### config.mk
export PLATFORM = sky130hd
export DESIGN_NAME = cfa_ctrl
export DESIGN_NICKNAME = d
export VERILOG_FILES = /design/src/hdl/cfa_pkg.sv /design/src/hdl/cfa_ctrl.sv
export SDC_FILE = /design/constraint.sdc
export NUM_CORES = 1
export LEC_CHECK = 0
export ABC_AREA = 1
export BUFFER_PORTS_ARGS = -buffer_cell sky130_fd_sc_hd__buf_2
export CAP_MARGIN = 20
export CORE_AREA = 2 2 39 41
export CTS_BUF_LIST = sky130_fd_sc_hd__clkbuf_2
export CTS_CLUSTER_DIAMETER = 100
export DETAILED_ROUTE_END_ITERATION = 8
export DIE_AREA = 0 0 41 43
export PLACE_DENSITY_LB_ADDON = 0.1
export SYNTH_ARGS = -nofsm -noshare
export SYNTH_HDL_FRONTEND = slang
export SYNTH_SLANG_ARGS = --single-unit
export TNS_END_PERCENT = 20
### constraint.sdc
create_clock -name i_clk -period 1.3 [get_ports i_clk]
set_input_delay 0.26 -clock i_clk [delete_from_list [all_inputs] [get_ports i_clk]]
set_output_delay 0.26 -clock i_clk [all_outputs]
set_load 0.02 [all_outputs]
### src/hdl/cfa_pkg.sv
// cfa_pkg: shared types, codes and default sizes for the contiguous fit allocator
// depends on nothing; used by the ram, the datapath, the controller and the top level
`default_nettype none

package cfa_pkg;

    localparam int MAP_UNITS_DEF  = 1024;
    localparam int OWNER_BITS_DEF = 8;

    localparam int ACTION_W   = 1;
    localparam int OWNER_ID_W = 8;
    localparam int SIZE_W     = 11;
    localparam int STATUS_W   = 2;
    localparam int START_W    = 10;
    localparam int RELEASED_W = 11;
    localparam int POLICY_W   = 2;

    // request actions
    localparam logic [ACTION_W-1:0] ACT_ALLOC = 1'b0;
    localparam logic [ACTION_W-1:0] ACT_FREE  = 1'b1;

    // fit policies
    localparam logic [POLICY_W-1:0] POL_FIRST = 2'd0;
    localparam logic [POLICY_W-1:0] POL_BEST  = 2'd1;
    localparam logic [POLICY_W-1:0] POL_NEXT  = 2'd2;
    localparam logic [POLICY_W-1:0] POL_WORST = 2'd3;

    // result status codes
    localparam logic [STATUS_W-1:0] ST_ALLOC = 2'd0;
    localparam logic [STATUS_W-1:0] ST_NOFIT = 2'd1;
    localparam logic [STATUS_W-1:0] ST_FREED = 2'd2;

    typedef struct packed {
        logic [ACTION_W-1:0]   action;
        logic [OWNER_ID_W-1:0] owner_id;
        logic [SIZE_W-1:0]     block_size;
    } t_in_item;

    typedef struct packed {
        logic [STATUS_W-1:0]   status;
        logic [START_W-1:0]    start_unit;
        logic [RELEASED_W-1:0] units_released;
    } t_out_item;

    // controller to datapath
    typedef struct packed {
        logic clear;
        logic start;
        logic scan;
        logic decide;
        logic fill;
        logic load_out;
    } t_cmd;

    // datapath to controller
    typedef struct packed {
        logic clear_done;
        logic req_free;
        logic size_zero;
        logic scan_done;
        logic found;
        logic fill_last;
        logic out_free;
    } t_sts;

endpackage

`default_nettype wire

### src/hdl/cfa_ctrl.sv
// cfa_ctrl: request sequencer for the allocator (clear, scan, decide, fill, result)
// depends on cfa_pkg for t_cmd / t_sts; drives cfa_datapath
`default_nettype none

module cfa_ctrl (
    input  wire logic          i_clk,
    input  wire logic          i_rst_n,
    input  wire logic          i_in_valid,
    output logic               o_in_stall,
    output cfa_pkg::t_cmd      o_cmd,
    input  wire cfa_pkg::t_sts i_sts
);

    localparam logic [2:0] S_CLEAR    = 3'd0;
    localparam logic [2:0] S_IDLE     = 3'd1;
    localparam logic [2:0] S_DISPATCH = 3'd2;
    localparam logic [2:0] S_FREE     = 3'd3;
    localparam logic [2:0] S_ALLOC    = 3'd4;
    localparam logic [2:0] S_DECIDE   = 3'd5;
    localparam logic [2:0] S_FILL     = 3'd6;
    localparam logic [2:0] S_RESULT   = 3'd7;

    logic [2:0] r_state, n_state;
    logic       accept;

    assign o_in_stall = (r_state != S_IDLE);
    assign accept     = i_in_valid && (r_state == S_IDLE);

    always_comb begin
        n_state = r_state;
        o_cmd   = '0;
        unique case (r_state)
            S_CLEAR: begin
                o_cmd.clear = 1'b1;
                if (i_sts.clear_done) begin
                    n_state = S_IDLE;
                end
            end
            S_IDLE: begin
                if (accept) begin
                    o_cmd.start = 1'b1;
                    n_state     = S_DISPATCH;
                end
            end
            S_DISPATCH: begin
                if (i_sts.req_free) begin
                    n_state = S_FREE;
                end else if (i_sts.size_zero) begin
                    n_state = S_RESULT;
                end else begin
                    n_state = S_ALLOC;
                end
            end
            S_FREE: begin
                o_cmd.scan = 1'b1;
                if (i_sts.scan_done) begin
                    n_state = S_RESULT;
                end
            end
            S_ALLOC: begin
                o_cmd.scan = 1'b1;
                if (i_sts.scan_done) begin
                    n_state = S_DECIDE;
                end
            end
            S_DECIDE: begin
                o_cmd.decide = 1'b1;
                n_state      = i_sts.found ? S_FILL : S_RESULT;
            end
            S_FILL: begin
                o_cmd.fill = 1'b1;
                if (i_sts.fill_last) begin
                    n_state = S_RESULT;
                end
            end
            S_RESULT: begin
                if (i_sts.out_free) begin
                    o_cmd.load_out = 1'b1;
                    n_state        = S_IDLE;
                end
            end
            default: begin
                n_state = S_CLEAR;
            end
        endcase
    end

    always_ff @(posedge i_clk) begin
        if (!i_rst_n) begin
            r_state <= S_CLEAR;
        end else begin
            r_state <= n_state;
        end
    end

`ifndef ASSERT_OFF
    a_cmd_onehot: assert property (@(posedge i_clk) disable iff (!i_rst_n)
        $onehot0(o_cmd))
        else $error("more than one datapath command");

    a_load_when_free: assert property (@(posedge i_clk) disable iff (!i_rst_n)
        o_cmd.load_out |-> i_sts.out_free)
        else $error("result loaded over a waiting beat");

    a_nofit_to_result: assert property (@(posedge i_clk) disable iff (!i_rst_n)
        (r_state == S_DECIDE && !i_sts.found) |=> (r_state == S_RESULT))
        else $error("no-fit decision did not go to result");
`endif

endmodule

`default_nettype wire

==> results of run 1 <==
[cell usage in the layout, fill, tap and decap left out, drive strengths merged]
| master | count |
|---|---|
| buf | 20 |
| nor2 | 17 |
| nand2 | 12 |
| inv | 11 |
| nand3 | 11 |
| clkbuf | 4 |
| a21oi | 3 |
| dfxtp | 3 |
| nand4 | 1 |
| nand3b | 1 |
| o21ai | 1 |
[synth_stat cells]
library cell	number
a21oi_1	3
buf_6	1
dfxtp_1	3
inv_1	8
inv_2	3
nand2_1	12
nand3_1	8
nand3_2	3
nand3b_1	1
nand4_1	1
nor2_1	10
nor2_2	4
nor2_4	3
o21ai_0	1
[kinds of logic (layout without fill, tap and decap cells)]
logic type             Yosys count  count (layout)
AO/OA/AOI/OAI                    4               4
AND/OR/NAND/NOR                 42              42
flip-flops                       3               3
buffers and inverters           12              35
[where the power goes]
part,switching (W),leakage (nW),internal [W]
clock,0.0000574,0.0166,0.0000813
combinational,0.000450,0.255,0.000326
sequential,0.0000623,0.0261,0.000140
total,0.000570,0.297,0.000548
[metal layers]
layer  track usage, %  up-vias  share of wire, %  routed length, µm
met3             1.57        2               6.2                 62
met5                0        -                 0                  0
met2             23.1       20                50                501
met4             8.00        0               1.7                 17
li1                 -      236                 -                  -
met1             17.4      189                42                415
[cell type report]
| cell class | count | area, µm² |
|---|---|---|
| clock buffer | 4 | 20.0 |
| timing repair buffer | 20 | 138 |
| fill | 166 | 836 |
| tap | 16 | 20.0 |
| inverter | 11 | 46.3 |
| sequential | 3 | 66.3 |
| multi-input combinational | 46 | 258 |
[tightest hold or removal path, delay by kind of cell]
family	cells	cell delay, ps
and+or+nand+nor	2	90
buffers and inverters	1	110
[stage by stage]
stage          cells  setup WS (ps)  total power (W)
3_3_place_gp      95           34.4         0.000871
6_report         100          -52.0          0.00112
5_1_grt          100           -117          0.00121
3_5_place_dp      95           63.3         0.000855
2_1_floorplan     61           37.7         0.000679
4_1_cts          100          -37.8          0.00112
[what timing repair did]
item | 4_1_cts | 5_1_grt
endpoints found under the setup margin | 7 | 7
pin swaps | 1 | 0
buffers inserted | 1 | 0
gates resized for setup | 18 | 0
[how the worst min path moves through the flow]
stage / start / cells after the start / to
detailed placement: i_rst_n / 3 / r_state[1]
CTS: i_rst_n / 3 / r_state[1]
floorplan: i_rst_n / 2 / r_state[1]
global route: i_rst_n / 3 / r_state[1]
global placement: i_rst_n / 3 / r_state[1]
finish: i_rst_n / 3 / r_state[1]
==> results.sh, run 1 <==
export IMPL_die_w_um=41
export IMPL_via_per_inst=4.47
export IMPL_hold_viol_final=0
export IMPL_h_tree_depth=1
export IMPL_timing_final_crit_share_pct=104
export IMPL_area_delta_synth_final_pct=53.1
export IMPL_synth_top_cells_by_area="dfxtp_1, nand2_1, nand3_1"
export IMPL_fmax_mhz=740
export IMPL_antenna_left=0
export IMPL_leakage_nw=0.297
export IMPL_grt_pass1_vias=431
export IMPL_finalSetupViolCount=6
export IMPL_crit_fanout=4
export IMPL_arrival_ps=1090
export IMPL_r2r_end="r_state[0]"
export IMPL_rows=14
export IMPL_cts_tree="built"
export IMPL_synth_simple_area_share_pct=62.9
export IMPL_status="finished, violations left"
export IMPL_vdd_drop_max_mv=0.691
export IMPL_start_kind="flip-flop"
export IMPL_grt_remaining_overflow=0
export IMPL_yosysSeqAreaShare_pct=16.8
export IMPL_path_clk_slew_ps=50
export IMPL_wl_um=996
export IMPL_yosysUniqueCellTypes=14
export IMPL_crit_cells=5
export IMPL_num_vias=447
export IMPL_clk_path_buf_depth=2
export IMPL_cp_endpoint="o_cmd[3]"
export IMPL_critPathKind="flip-flop to primary output"
export IMPL_setup_ws_ps=-52.0
export IMPL_rr_worst_depth=8
export IMPL_rsz0062_at_grt="true"
export IMPL_r2r_start="r_state[1]"
export IMPL_tightest_slew_ps=197
export IMPL_crit_chain="buf_4 -> nor2_4 -> nand2_1 -> nand2_2 -> buf_6"
export IMPL_die_y_um=43
export IMPL_initialDrtViolationCount=4
export IMPL_die_area_um2=1760
export IMPL_powerDensity_nw_per_um2=2040
export IMPL_antenna_found_initial=0
export IMPL_worstPathRequired_ps=1040
export IMPL_holdWs_ps=273
export IMPL_initial_core_util_pct=25.9
export IMPL_placed_area_um2=472
export IMPL_grt_max_degree=10
export IMPL_dpl_hpwl_um=761
export IMPL_postCtsHoldBufs=0
export IMPL_cp_top_family="flip-flops"
export IMPL_cts_root_buf="clkbuf_2"
export IMPL_nets=95
export IMPL_drc=0
export IMPL_reg_largest_list="r_state x3"
export IMPL_slowest_delay_ps=340
export IMPL_insertion_delay_ps=220
export IMPL_drv_slew=0
export IMPL_synthCells=61
export IMPL_top_register="r_state"
export IMPL_avgRoutedWirePerCell_um=9.96
export IMPL_synth_adder_area_share_pct=0
export IMPL_cts_sinks=3
export IMPL_final_cell_area_um2=548
export IMPL_synth_xor_area_share_pct=0
export IMPL_max_cap_viol_count=0
export IMPL_grt_pass1_wl_um=1710
export IMPL_critPathCaptureType="primary output"
export IMPL_critPathLaunch="r_state[1]"
export IMPL_syn_area_um2=358
export IMPL_largest_reg_flops=3
export IMPL_drive_gt1_share_pct=51.2
export IMPL_diodes=0
export IMPL_relSlewSlack_pct=86.8
export IMPL_grt_usage_pct=14.4
export IMPL_synth_top_area_cell="dfxtp_1"
export IMPL_violations="setup timing"
export IMPL_fin_util_pct=39.6
export IMPL_synth_mux_area_share_pct=0
export IMPL_min_path_type="input pin to flip-flop"
export IMPL_place_congestion=0.823
export IMPL_synth_top_area_share_pct=16.8
export IMPL_synth_seq_cells=3
export IMPL_port_buffers=16
export IMPL_syn_nets=71
export IMPL_synth_compound_area_share_pct=5.59
export IMPL_min_period_ps=1350
export IMPL_ios=17
export IMPL_critPathBufInv=2
export IMPL_yosysWarnings=0
export IMPL_coreArea_um2=1380
export IMPL_synth_top_family_by_area="simple AND/OR/NAND/NOR gates"
export IMPL_cts_buffers_inserted=3
export IMPL_fin_tns_setup_ps=-191
export IMPL_crit_slowest_cell="dfxtp_2"
export IMPL_dr_pass1_iters=4
export IMPL_fin_skew_ps=9.75
export IMPL_syn_area_per_cell_um2=5.87
export IMPL_r2r_slack_ps=100
Note: power is estimated with default switching activity, not from simulation.
==> run 2: changes to the inputs <==
ABC_AREA = default   (was 1)
RECOVER_POWER = 25   (was default)
==> run 2 against run 1 <==
  * The flow still finishes with violations (setup timing)
  * Sequential cell count unchanged
  * Sequential power about the same
  * Clock-buffer cell count unchanged
  * Clock power down 6%
  * Synthesized cell count down 30%
  * Core utilization down 2.3 points
  * Worst hold slack better by 59 ps
  * Largest power group unchanged
==> results.sh, run 2 <==
export IMPL_status="finished, violations left"
export IMPL_violations="setup timing"
export IMPL_vdd_drop_max_mv=0.785
export IMPL_syn_nets=53
export IMPL_relSlewSlack_pct=80.5
export IMPL_dpl_hpwl_um=625
export IMPL_avgRoutedWirePerCell_um=9.33
export IMPL_rows=14
export IMPL_rsz0062_at_grt="true"
export IMPL_top_register="r_state"
export IMPL_rr_worst_depth=5
export IMPL_timing_final_crit_share_pct=102
export IMPL_grt_max_degree=9
export IMPL_postCtsHoldBufs=0
export IMPL_syn_area_um2=319
export IMPL_synth_edf_count=0
export IMPL_wl_um=793
export IMPL_via_per_inst=4.33
export IMPL_synth_top_area_cell="dfxtp_1"
export IMPL_max_cap_viol_count=0
export IMPL_cts_sinks=3
export IMPL_finalSetupViolCount=5
export IMPL_drc=0
export IMPL_synthCells=43
export IMPL_most_common_layout_cells="buf_2, buf_4, nand2_1, nor2_1, o21ai_0"
export IMPL_setup_ws_ps=-24.9
export IMPL_crit_slowest_cell="dfxtp_4"
export IMPL_coreArea_um2=1380
export IMPL_r2r_slack_ps=-20
export IMPL_port_buffers=16
export IMPL_h_tree_depth=1
export IMPL_drive_gt1_share_pct=58.0
export IMPL_min_path_type="input pin to flip-flop"
export IMPL_place_congestion=0.719
export IMPL_dp_slack_ps=-5.53
export IMPL_syn_area_per_cell_um2=7.42
export IMPL_leakage_nw=0.268
export IMPL_grt_pass1_wl_um=1290
export IMPL_powerDensity_nw_per_um2=1890
export IMPL_start_kind="flip-flop"
export IMPL_drv_slew=0
export IMPL_yosysUniqueCellTypes=20
export IMPL_arrival_ps=1060
export IMPL_largest_reg_flops=3
export IMPL_die_y_um=43
export IMPL_critPathCaptureType="primary output"
export IMPL_post_synth_top_count_cell="nand2_1"
export IMPL_dr_pass1_iters=2
export IMPL_insertion_delay_ps=200
export IMPL_clk_path_buf_depth=2
export IMPL_cts_buffers_inserted=3
export IMPL_cts_tree="built"
export IMPL_yosysWarnings=0
export IMPL_crit_chain="and3b_1 -> a21oi_2 -> inv_1 -> buf_6"
export IMPL_hold_path_depth=3
export IMPL_nets=80
export IMPL_die_area_um2=1760
export IMPL_grt_pass1_vias=332
export IMPL_synth_top_cells_by_area="dfxtp_1, mux2i_1, nand2_1"
export IMPL_tightest_slew_ps=290
export IMPL_crit_fanout=6
export IMPL_fmax_mhz=755
export IMPL_synthFlopType="dfxtp_1"
export IMPL_initial_core_util_pct=23.1
export IMPL_yosysSeqAreaShare_pct=18.8
export IMPL_slowest_delay_ps=360
export IMPL_cts_root_buf="clkbuf_2"
export IMPL_hold_viol_final=0
export IMPL_num_vias=368
export IMPL_diodes=0
export IMPL_antenna_left=0
export IMPL_holdWs_ps=333
export IMPL_area_delta_synth_final_pct=62.0
export IMPL_initialDrtViolationCount=3
export IMPL_synth_top_area_share_pct=18.8
export IMPL_fin_skew_ps=2.19
export IMPL_antenna_found_initial=0
export IMPL_grt_remaining_overflow=0
export IMPL_min_period_ps=1320
export IMPL_reg_largest_list="r_state x3"
export IMPL_async_flop_share_pct=0
export IMPL_critPathKind="flip-flop to primary output"
export IMPL_multi_input_area_um2=221
export IMPL_path_clk_slew_ps=40
export IMPL_die_w_um=41
export IMPL_seq_area_um2=68.8
export IMPL_post_synth_most_frequent_cells="nand2_1, nor2_1, o21ai_0, inv_1"
export IMPL_nFillCells=157
export IMPL_worstPathRequired_ps=1040
export IMPL_synth_seq_cells=3
export IMPL_grt_usage_pct=11.0
export IMPL_ios=17
## run 2: worst max-delay path, delay by kind of cell (launching register included)
| family | cells | cell delay, ps |
|---|---|---|
| flip-flops | 1 | 360 |
| AND/OR/NAND/NOR | 1 | 190 |
| buffers and inverters | 2 | 190 |
| AO/OA/AOI/OAI | 1 | 120 |
## run 2: logic make-up after synthesis
| logic type | count (synthesis) | share of synthesized area, % |
|---|---|---|
| compound gates | 9 | 24.3 |
| buf+inv | 7 | 16.1 |
| flops | 3 | 18.8 |
| mux | 3 | 9.41 |
| simple gates | 21 | 31.4 |
## run 2: path summary, 6_finish.rpt
kind                                   end        from
worst max-delay path              o_cmd[3]  r_state[1]
worst min-delay path            r_state[1]     i_rst_n
worst max register to register  r_state[2]  r_state[1]
worst min register to register  r_state[0]  r_state[0]
## run 2: timing repair
action	in CTS	in global routing
gates resized for setup	16	2
pin swaps	0	2
endpoints found under the hold margin	0	0
setup endpoints to repair	8	10
cloned	0	0
setup buffers	1	0
## run 2: stage by stage
stage          instances  instance area, µm²  utilization, %  power, W  TNS (ps)
2_1_floorplan         43                 319               -  0.000590         0
6_report              85                 517            37.3  0.000978     -76.5
4_1_cts               85                 510            36.9  0.000980      -148
5_1_grt               85                 517            37.3   0.00107      -666
3_5_place_dp          80                 443            32.0  0.000748     -5.53
3_3_place_gp          80                 443            32.0  0.000759     -26.3
## run 2: area by class of cell
class | count | area share [%]
clock buffer | 4 | 3.87
sequential | 3 | 13.3
multi-input combinational | 33 | 42.9
tap | 16 | 3.87
inverter | 4 | 2.91
timing repair buffer | 25 | 33.2
## run 2: where the power goes
part | internal [W] | leakage (nW) | total, W | switching, W
clock | 0.0000812 | 0.0166 | 0.000131 | 0.0000495
combinational | 0.000348 | 0.225 | 0.000648 | 0.000299
sequential | 0.000143 | 0.0264 | 0.000200 | 0.0000565
## run 2: layer usage
layer | wire length, µm | up-vias | GRT usage, %
li1 | - | 197 | -
met5 | 0 | - | 0
met3 | 49 | 0 | 0
met4 | 0 | 0 | 10.0
met1 | 330 | 157 | 13.7
met2 | 414 | 14 | 16.3
